<file path="src/hdl/mm_pkg.sv">
// ----------------------------------------------------------------------------
// mm_pkg
// Shared types and constants of the matrix multiply core: command codes,
// fixed field widths and the control and status bundles between the
// controller and the datapath.
// ----------------------------------------------------------------------------
package mm_pkg;

  localparam int CMD_W  = 2;
  localparam int IDX_W  = 3;
  localparam int ELEM_W = 16;
  localparam int MUL_W  = 32;
  localparam int PROD_W = 40;

  localparam logic [CMD_W-1:0] CMD_LOAD_LEFT  = 2'd0;
  localparam logic [CMD_W-1:0] CMD_LOAD_RIGHT = 2'd1;
  localparam logic [CMD_W-1:0] CMD_COMPUTE    = 2'd2;

  // Commands from the controller to the datapath.
  typedef struct packed {
    logic             wr_left;
    logic             wr_right;
    logic             rd_en;
    logic             rd_first;
    logic             load_out;
    logic             out_last;
    logic [IDX_W-1:0] out_row;
    logic [IDX_W-1:0] out_col;
  } mm_ctrl_t;

  // Status from the datapath back to the controller.
  typedef struct packed {
    logic pipe_busy;
    logic out_free;
  } mm_stat_t;

endpackage

</file>
<file path="src/hdl/mm_cmd_if.sv">
// ----------------------------------------------------------------------------
// mm_cmd_if
// Command channel: load and compute beats into the matrix multiply core.
// ----------------------------------------------------------------------------
interface mm_cmd_if;
  logic                                valid;
  logic                                ready;
  logic        [mm_pkg::CMD_W-1:0]     command;
  logic        [mm_pkg::IDX_W-1:0]     row_index;
  logic        [mm_pkg::IDX_W-1:0]     col_index;
  logic signed [mm_pkg::ELEM_W-1:0]    element;

  modport source (output valid, command, row_index, col_index, element, input ready);
  modport sink (input valid, command, row_index, col_index, element, output ready);
endinterface

</file>
<file path="src/hdl/mm_res_if.sv">
// ----------------------------------------------------------------------------
// mm_res_if
// Result channel: product element beats out of the matrix multiply core.
// ----------------------------------------------------------------------------
interface mm_res_if;
  logic                                valid;
  logic                                ready;
  logic        [mm_pkg::IDX_W-1:0]     out_row;
  logic        [mm_pkg::IDX_W-1:0]     out_col;
  logic signed [mm_pkg::PROD_W-1:0]    product;
  logic                                last;

  modport source (output valid, out_row, out_col, product, last, input ready);
  modport sink (input valid, out_row, out_col, product, last, output ready);
endinterface

</file>
<file path="src/hdl/mm_datapath.sv">
// ----------------------------------------------------------------------------
// mm_datapath
// Operand memories with per-entry valid bits, a pipelined 16x16 multiplier,
// a 40-bit accumulator and the result output register.
// ----------------------------------------------------------------------------
module mm_datapath #(
  parameter int LDEPTH = 16,
  parameter int RDEPTH = 16,
  parameter int LAW    = 4,
  parameter int RAW    = 4
) (
  input  logic                             clk,
  input  logic                             rst,
  input  mm_pkg::mm_ctrl_t                 ctrl,
  output mm_pkg::mm_stat_t                 stat,
  input  logic [LAW-1:0]                   left_addr,
  input  logic [RAW-1:0]                   right_addr,
  input  logic signed [mm_pkg::ELEM_W-1:0] element,
  mm_res_if.source                         res
);

  logic signed [mm_pkg::ELEM_W-1:0] lmem [0:LDEPTH-1];
  logic signed [mm_pkg::ELEM_W-1:0] rmem [0:RDEPTH-1];
  logic        [LDEPTH-1:0]         lvld;
  logic        [RDEPTH-1:0]         rvld;

  logic signed [mm_pkg::ELEM_W-1:0] a_data;
  logic signed [mm_pkg::ELEM_W-1:0] b_data;
  logic                             a_ok;
  logic                             b_ok;
  logic                             s1_vld;
  logic                             s1_first;
  logic signed [mm_pkg::MUL_W-1:0]  mul;
  logic                             s2_vld;
  logic                             s2_first;
  logic signed [mm_pkg::PROD_W-1:0] acc;
  logic signed [mm_pkg::PROD_W-1:0] mul_ext;
  logic signed [mm_pkg::ELEM_W-1:0] a_op;
  logic signed [mm_pkg::ELEM_W-1:0] b_op;
  logic                             out_valid;

  // Memory writes and registered reads. Entries never written read as zero.
  always_ff @(posedge clk) begin
    if (ctrl.wr_left) begin
      lmem[left_addr] <= element;
    end
    if (ctrl.wr_right) begin
      rmem[right_addr] <= element;
    end
    if (ctrl.rd_en) begin
      a_data <= lmem[left_addr];
      b_data <= rmem[right_addr];
      a_ok   <= lvld[left_addr];
      b_ok   <= rvld[right_addr];
    end
  end

  always_ff @(posedge clk) begin
    if (rst) begin
      lvld <= '0;
      rvld <= '0;
    end else begin
      if (ctrl.wr_left) begin
        lvld[left_addr] <= 1'b1;
      end
      if (ctrl.wr_right) begin
        rvld[right_addr] <= 1'b1;
      end
    end
  end

  assign a_op    = a_ok ? a_data : '0;
  assign b_op    = b_ok ? b_data : '0;
  assign mul_ext = mm_pkg::PROD_W'(mul);

  // Pipeline control.
  always_ff @(posedge clk) begin
    if (rst) begin
      s1_vld <= 1'b0;
      s2_vld <= 1'b0;
    end else begin
      s1_vld <= ctrl.rd_en;
      s2_vld <= s1_vld;
    end
  end

  always_ff @(posedge clk) begin
    if (ctrl.rd_en) begin
      s1_first <= ctrl.rd_first;
    end
    if (s1_vld) begin
      mul      <= a_op * b_op;
      s2_first <= s1_first;
    end
    if (s2_vld) begin
      acc <= s2_first ? mul_ext : acc + mul_ext;
    end
  end

  // Output register.
  always_ff @(posedge clk) begin
    if (rst) begin
      out_valid <= 1'b0;
    end else if (ctrl.load_out) begin
      out_valid <= 1'b1;
    end else if (res.ready) begin
      out_valid <= 1'b0;
    end
  end

  always_ff @(posedge clk) begin
    if (ctrl.load_out) begin
      res.out_row <= ctrl.out_row;
      res.out_col <= ctrl.out_col;
      res.product <= acc;
      res.last    <= ctrl.out_last;
    end
  end

  assign res.valid      = out_valid;
  assign stat.pipe_busy = s1_vld | s2_vld;
  assign stat.out_free  = ~out_valid | res.ready;

endmodule

</file>
<file path="src/hdl/mm_ctrl.sv">
// ----------------------------------------------------------------------------
// mm_ctrl
// Controller: decodes command beats, checks load indexes and steps the row,
// column and inner counters of a compute pass.
// ----------------------------------------------------------------------------
module mm_ctrl #(
  parameter int ROWS  = 4,
  parameter int INNER = 4,
  parameter int COLS  = 4,
  parameter int LAW   = 4,
  parameter int RAW   = 4
) (
  input  logic             clk,
  input  logic             rst,
  mm_cmd_if.sink           cmd,
  output mm_pkg::mm_ctrl_t ctrl,
  input  mm_pkg::mm_stat_t stat,
  output logic [LAW-1:0]   left_addr,
  output logic [RAW-1:0]   right_addr
);

  localparam int RW = (ROWS  > 1) ? $clog2(ROWS)  : 1;
  localparam int KW = (INNER > 1) ? $clog2(INNER) : 1;
  localparam int CW = (COLS  > 1) ? $clog2(COLS)  : 1;
  localparam int XW = mm_pkg::IDX_W + 1;

  localparam logic [1:0] ST_IDLE  = 2'd0;
  localparam logic [1:0] ST_READ  = 2'd1;
  localparam logic [1:0] ST_DRAIN = 2'd2;

  logic [1:0]    state;
  logic [1:0]    state_next;
  logic [RW-1:0] i_cnt;
  logic [RW-1:0] i_cnt_next;
  logic [CW-1:0] j_cnt;
  logic [CW-1:0] j_cnt_next;
  logic [KW-1:0] k_cnt;
  logic [KW-1:0] k_cnt_next;
  logic          accept;
  logic          left_ok;
  logic          right_ok;
  logic          i_last;
  logic          j_last;
  logic          k_last;

  assign accept = cmd.valid & cmd.ready;
  assign left_ok  = (XW'(cmd.row_index) < XW'(ROWS))  && (XW'(cmd.col_index) < XW'(INNER));
  assign right_ok = (XW'(cmd.row_index) < XW'(INNER)) && (XW'(cmd.col_index) < XW'(COLS));
  assign i_last = (i_cnt == RW'(ROWS - 1));
  assign j_last = (j_cnt == CW'(COLS - 1));
  assign k_last = (k_cnt == KW'(INNER - 1));
  assign cmd.ready = (state == ST_IDLE);

  always_comb begin
    state_next = state;
    i_cnt_next = i_cnt;
    j_cnt_next = j_cnt;
    k_cnt_next = k_cnt;
    ctrl       = '0;
    ctrl.out_row  = mm_pkg::IDX_W'(i_cnt);
    ctrl.out_col  = mm_pkg::IDX_W'(j_cnt);
    ctrl.out_last = i_last & j_last;
    left_addr  = LAW'(i_cnt * INNER + k_cnt);
    right_addr = RAW'(k_cnt * COLS + j_cnt);
    unique case (state)
      ST_IDLE: begin
        left_addr  = LAW'(cmd.row_index * INNER + cmd.col_index);
        right_addr = RAW'(cmd.row_index * COLS + cmd.col_index);
        if (accept) begin
          ctrl.wr_left  = (cmd.command == mm_pkg::CMD_LOAD_LEFT) && left_ok;
          ctrl.wr_right = (cmd.command == mm_pkg::CMD_LOAD_RIGHT) && right_ok;
          if (cmd.command == mm_pkg::CMD_COMPUTE) begin
            i_cnt_next = '0;
            j_cnt_next = '0;
            k_cnt_next = '0;
            state_next = ST_READ;
          end
        end
      end
      ST_READ: begin
        ctrl.rd_en    = 1'b1;
        ctrl.rd_first = (k_cnt == '0);
        if (k_last) begin
          k_cnt_next = '0;
          state_next = ST_DRAIN;
        end else begin
          k_cnt_next = k_cnt + 1'b1;
        end
      end
      ST_DRAIN: begin
        // The accumulator is final once the multiply pipeline is empty.
        if (!stat.pipe_busy && stat.out_free) begin
          ctrl.load_out = 1'b1;
          if (i_last && j_last) begin
            state_next = ST_IDLE;
          end else begin
            state_next = ST_READ;
            if (j_last) begin
              j_cnt_next = '0;
              i_cnt_next = i_cnt + 1'b1;
            end else begin
              j_cnt_next = j_cnt + 1'b1;
            end
          end
        end
      end
      default: begin
        state_next = ST_IDLE;
      end
    endcase
  end

  always_ff @(posedge clk) begin
    if (rst) begin
      state <= ST_IDLE;
      i_cnt <= '0;
      j_cnt <= '0;
      k_cnt <= '0;
    end else begin
      state <= state_next;
      i_cnt <= i_cnt_next;
      j_cnt <= j_cnt_next;
      k_cnt <= k_cnt_next;
    end
  end

  a_load_out_safe: assert property (@(posedge clk) disable iff (rst)
    ctrl.load_out |-> (stat.out_free && !stat.pipe_busy))
    else $error("result loaded while pipeline busy or output full");

  a_no_rw_overlap: assert property (@(posedge clk) disable iff (rst)
    ctrl.rd_en |-> !(ctrl.wr_left || ctrl.wr_right))
    else $error("memory write during a compute read");

  a_last_ends: assert property (@(posedge clk) disable iff (rst)
    (ctrl.load_out && ctrl.out_last) |=> (state == ST_IDLE))
    else $error("controller did not return to idle after last element");

endmodule

</file>
<file path="src/hdl/matrix_multiply_core.sv">
// ----------------------------------------------------------------------------
// matrix_multiply_core
// Signed ROWS x INNER by INNER x COLS integer matrix multiplier.
// ----------------------------------------------------------------------------
// Usage:
//   The cmd channel takes one beat per command. A load left or load right
//   beat writes one 16-bit element at (row_index, col_index); an index
//   outside the operand is dropped. Loads are taken one per cycle while idle
//   and give no result. A compute beat emits ROWS*COLS beats on the res
//   channel in row-major order, each the exact 40-bit sum of products, with
//   last set on the final one.
//   Each product element takes INNER memory reads of the one-port operand
//   stores, then passes the multiplier and accumulator pipeline registers
//   before the output register loads. cmd.ready is low while a compute
//   pass runs and returns the cycle after the last element loads into the
//   output register.
//   When the receiver stalls, the output register holds its beat and the
//   pass waits in front of it. Reset clears every operand element to zero
//   (per-entry valid bits) and empties the output register; operands keep
//   their contents across computes.
// ----------------------------------------------------------------------------
module matrix_multiply_core #(
  parameter int ROWS  = 4,
  parameter int INNER = 4,
  parameter int COLS  = 4
) (
  input logic    clk,
  input logic    rst,
  mm_cmd_if.sink cmd,
  mm_res_if.source res
);

  localparam int LDEPTH = ROWS * INNER;
  localparam int RDEPTH = INNER * COLS;
  localparam int LAW    = (LDEPTH > 1) ? $clog2(LDEPTH) : 1;
  localparam int RAW    = (RDEPTH > 1) ? $clog2(RDEPTH) : 1;

  mm_pkg::mm_ctrl_t ctrl;
  mm_pkg::mm_stat_t stat;
  logic [LAW-1:0]   left_addr;
  logic [RAW-1:0]   right_addr;

  mm_ctrl #(
    .ROWS  (ROWS),
    .INNER (INNER),
    .COLS  (COLS),
    .LAW   (LAW),
    .RAW   (RAW)
  ) u_ctrl (
    .clk        (clk),
    .rst        (rst),
    .cmd        (cmd),
    .ctrl       (ctrl),
    .stat       (stat),
    .left_addr  (left_addr),
    .right_addr (right_addr)
  );

  mm_datapath #(
    .LDEPTH (LDEPTH),
    .RDEPTH (RDEPTH),
    .LAW    (LAW),
    .RAW    (RAW)
  ) u_datapath (
    .clk        (clk),
    .rst        (rst),
    .ctrl       (ctrl),
    .stat       (stat),
    .left_addr  (left_addr),
    .right_addr (right_addr),
    .element    (cmd.element),
    .res        (res)
  );

endmodule
</file>
<file path="src/flat_wrapper.sv">
// flat-port wrapper written by rule: the top's interface ports become plain ports
module matrix_multiply_core_flat 
#(
  parameter int ROWS  = 4,
  parameter int INNER = 4,
  parameter int COLS  = 4
)
  (clk, rst, cmd_valid, cmd_command, cmd_row_index, cmd_col_index, cmd_element, cmd_ready, res_valid, res_out_row, res_out_col, res_product, res_last, res_ready);
  mm_cmd_if cmd_i ();
  mm_res_if res_i ();
  input logic clk;
  input logic rst;
  input wire logic [$bits(cmd_i.valid)-1:0] cmd_valid;
  input wire logic [$bits(cmd_i.command)-1:0] cmd_command;
  input wire logic [$bits(cmd_i.row_index)-1:0] cmd_row_index;
  input wire logic [$bits(cmd_i.col_index)-1:0] cmd_col_index;
  input wire logic [$bits(cmd_i.element)-1:0] cmd_element;
  output wire logic [$bits(cmd_i.ready)-1:0] cmd_ready;
  output wire logic [$bits(res_i.valid)-1:0] res_valid;
  output wire logic [$bits(res_i.out_row)-1:0] res_out_row;
  output wire logic [$bits(res_i.out_col)-1:0] res_out_col;
  output wire logic [$bits(res_i.product)-1:0] res_product;
  output wire logic [$bits(res_i.last)-1:0] res_last;
  input wire logic [$bits(res_i.ready)-1:0] res_ready;
  assign cmd_i.valid = cmd_valid;
  assign cmd_i.command = cmd_command;
  assign cmd_i.row_index = cmd_row_index;
  assign cmd_i.col_index = cmd_col_index;
  assign cmd_i.element = cmd_element;
  assign cmd_ready = cmd_i.ready;
  assign res_valid = res_i.valid;
  assign res_out_row = res_i.out_row;
  assign res_out_col = res_i.out_col;
  assign res_product = res_i.product;
  assign res_last = res_i.last;
  assign res_i.ready = res_ready;
  matrix_multiply_core #(.ROWS(ROWS), .INNER(INNER), .COLS(COLS)) u_core (.clk(clk), .rst(rst), .cmd(cmd_i), .res(res_i));
endmodule
</file>
<file path="config.mk">
export PLATFORM = sky130hd
export DESIGN_NAME = matrix_multiply_core_flat
export DESIGN_NICKNAME = d
export VERILOG_FILES = /design/src/hdl/mm_pkg.sv /design/src/hdl/mm_cmd_if.sv /design/src/hdl/mm_res_if.sv /design/src/hdl/mm_datapath.sv /design/src/hdl/mm_ctrl.sv /design/src/hdl/matrix_multiply_core.sv /design/src/flat_wrapper.sv
export SDC_FILE = /design/constraint.sdc
export NUM_CORES = 2
export LEC_CHECK = 0
export BUFFER_PORTS_ARGS = -buffer_cell sky130_fd_sc_hd__buf_4
export CAP_MARGIN = 20
export CORE_UTILIZATION = 40
export DETAILED_ROUTE_END_ITERATION = 8
export HOLD_SLACK_MARGIN = 0.02
export SYNTH_ARGS = -nofsm -noshare
export SYNTH_HDL_FRONTEND = slang
export SYNTH_SLANG_ARGS = --single-unit
</file>
<file path="constraint.sdc">
create_clock -name clk -period 16.2 [get_ports clk]
set_input_delay 1.62 -clock clk [delete_from_list [all_inputs] [get_ports clk]]
set_output_delay 1.62 -clock clk [all_outputs]
set_load 0.01 [all_outputs]
</file>
==> results.toml <==
[outcome]
outcome = "completed"

[clock_tree]
clkSlewWorstSetupHoldPaths_ns = 0.06
root_buffer = "clkbuf_16"
cts.sink_count = 708
post_cts_buffers = 0
clockBufferDepth = 3
cts_hold_buf = 0
h-tree-depth = 3
cts_resized = 0
cts_buffers = 77
clk_latency_ns = 0.65
cts_tree = "done"

[hold_path]
min_path_cells = 0
hp-class = "reg -> reg"

[yosys]
synth_edf_count = 665
syn_area_mm2 = 0.0384
syn_avg_cell_area_um2 = 13.7
ys_warn_count = 0
synthCells = 2811
yosysTopAreaCell = "edfxtp_1"
synthDistinctLibCells = 72
synth_top_area_share = 0.520
synth_common_cells = "665 x edfxtp_1, 329 x nand2_1, 317 x inv_1"
ys_ff_latch = 708
synthFlopType = "edfxtp_1"
synth.most_common_cell = "edfxtp_1"
synth_seq_area_share = 0.543
ys_async_sr_fraction = 0
synthTopCellsByArea = "edfxtp_1 52%, fa_1 14%, mux4_2 8.0%, ha_1 4.1%, nand2_1 3.2%"

[placement]
place_area_mm2 = 0.0404
dpl.hpwl_um = 61300
place_congestion = 1.00
port_buffers = 74

[critical_path]
crit_type = "reg -> reg"
start_kind = "flop"
rr_worst_depth = 20
path_max_fanout = 34
required_ns = 16.57
endpoint_kind = "flop"
critPathArrivalTime_ns = 7.85

[floorplanning]
rows = 113
core_area_mm2 = 0.0950
die_h_um = 312
start_util = 0.404
fp.dieW_um = 312
ios = 77
die_area_mm2 = 0.0972

[sta]
fin_tns_setup_ns = 0
min_period_ns = 7.48
rsz0062_at_grt = "no"
fmax_ghz = 0.134
max_slew_margin = 0.297
maxSlewViolCount = 0
fin_crit_sh = 0.462
skew_ns = 0.0360
setup_viol = 0
hold_violations = 0
worst_slew_pin_slew_ns = 1.05

[routing]
postRouteWirelength_um = 89500
drc = 0
routed_via_density = 5.28
drtPass1Iterations = 5
first_iter_violations = 1589
wire_per_inst_um = 21.2
ant_nets = 0
num_vias = 22300

[power_and_ir_drop]
p_leak_nw = 16.1
peakVddDrop_mv = 0.0932
power.density_mw_per_mm2 = 107

[grt]
grt_usage = 0.186
grt_pass1_vias = 23400
grt_max_degree = 76
grt-ovfl-total = 0
grt_pass1_wl_um = 139000
grt_antenna_before_repair = 0

[final_layout]
drive_above_1_share = 0.138
final_nets = 3310
syn_to_final_growth_pct = 12.0
multi_input_area_mm2 = 0.0160
nFillCells = 8532
finalInstanceArea_mm2 = 0.0430
antenna-diode-count = 0
regArea_mm2 = 0.0208

[run]
cap_viol_max_count = 0
logic make-up (layout without fill, tap and decap cells):
group	Yosys count	count (layout)	synth area share
compound gates	305	305	0.0525
xor+xnor	62	62	0.0141
fa+ha+maj	389	389	0.178
buf+inv	431	575	0.0440
flops	708	708	0.543
mux	142	142	0.0816
other cells	1	2	0.0000977
simple gates	773	773	0.0867
critical path, cell delays in order (launching register included):
cell and delay, ns:
edfxtp_1 1.01, and2_1 0.55, nand2_1 0.15, fa_1 0.53, fa_1 0.55, inv_1 0.05
fa_1 0.50, fa_1 0.53, fa_1 0.50, inv_1 0.05, fa_1 0.47, inv_1 0.04
ha_1 0.34, nand4_1 0.16, nor4_1 0.42, o21ai_0 0.23, a21boi_0 0.37, o21ai_0 0.22
a21oi_1 0.26, mux2i_1 0.21, nand2_1 0.06
routing by layer:
| layer | up-vias | wire (um) | track usage |
|---|---|---|---|
| met5 | - | 0 | 0 |
| met4 | 0 | 2710 | 0.0615 |
| met3 | 150 | 4580 | 0.0240 |
| met2 | 634 | 42100 | 0.304 |
| met1 | 11400 | 40100 | 0.257 |
| li1 | 10100 | - | - |
where the power goes:
part | total, mW | internal (mW) | switching (mW)
Sequential | 2.05 | 2.04 | 0.0127
Clock | 1.73 | 1.01 | 0.726
Combinational | 0.794 | 0.319 | 0.476
registers in the layout (all words and copies together), names as in the netlist, 2 cells and up:
name                           flops
u_core.u_ctrl.i_cnt                2
u_core.u_ctrl.j_cnt                2
u_core.u_ctrl.k_cnt                2
u_core.u_ctrl.state                2
u_core.u_datapath.a_data          16
u_core.u_datapath.acc             40
u_core.u_datapath.b_data          16
u_core.u_datapath.lmem           256
u_core.u_datapath.lvld            16
u_core.u_datapath.mul             32
u_core.u_datapath.res.out_col      2
u_core.u_datapath.res.out_row      2
u_core.u_datapath.res.product     40
u_core.u_datapath.rmem           256
u_core.u_datapath.rvld            16
layout make-up:
cell class	instances	area share
sequential	708	0.484
multi-input combinational	1673	0.371
clock buffer	110	0.0503
tap	1265	0.0368
inverter	318	0.0278
timing repair buffer	115	0.0205
clock inverter	32	0.00885
path summary, 6_finish.rpt:
check	start	slack, ns	to
min reg2reg	u_core.u_datapath.s1_first	0.42	u_core.u_datapath.s2_first
min	u_core.u_datapath.s1_first	0.42	u_core.u_datapath.s2_first
max reg2reg	u_core.u_datapath.a_ok	8.72	u_core.u_datapath.mul[28]
max	u_core.u_datapath.a_ok	8.72	u_core.u_datapath.mul[28]
through the flow:
stage                     setup slack (ns)  hold slack [ns]  power (mW)  instances   util
after floorplan                       9.86            0.400        2.67       2812      -
after global placement                8.87            0.414        2.87       4078  0.426
after detailed placement              8.81            0.405        2.89       4078  0.426
after CTS                             8.72            0.418        4.63       4220  0.452
after global routing                  8.36            0.427        4.79       4221  0.453
final                                 8.72            0.419        4.58       4221  0.453
layout by cell type, fill, tap and decap left out, types with 60 or more instances in the layout:
cell,instances
fa_1,263
a21oi_1,62
ha_1,126
mux4_2,136
edfxtp_1,665
clkbuf_16,79
nand2_1,327
nor2_1,258
inv_1,317
buf_4,114
o21ai_0,60
(Power assumes the default switching activity.)
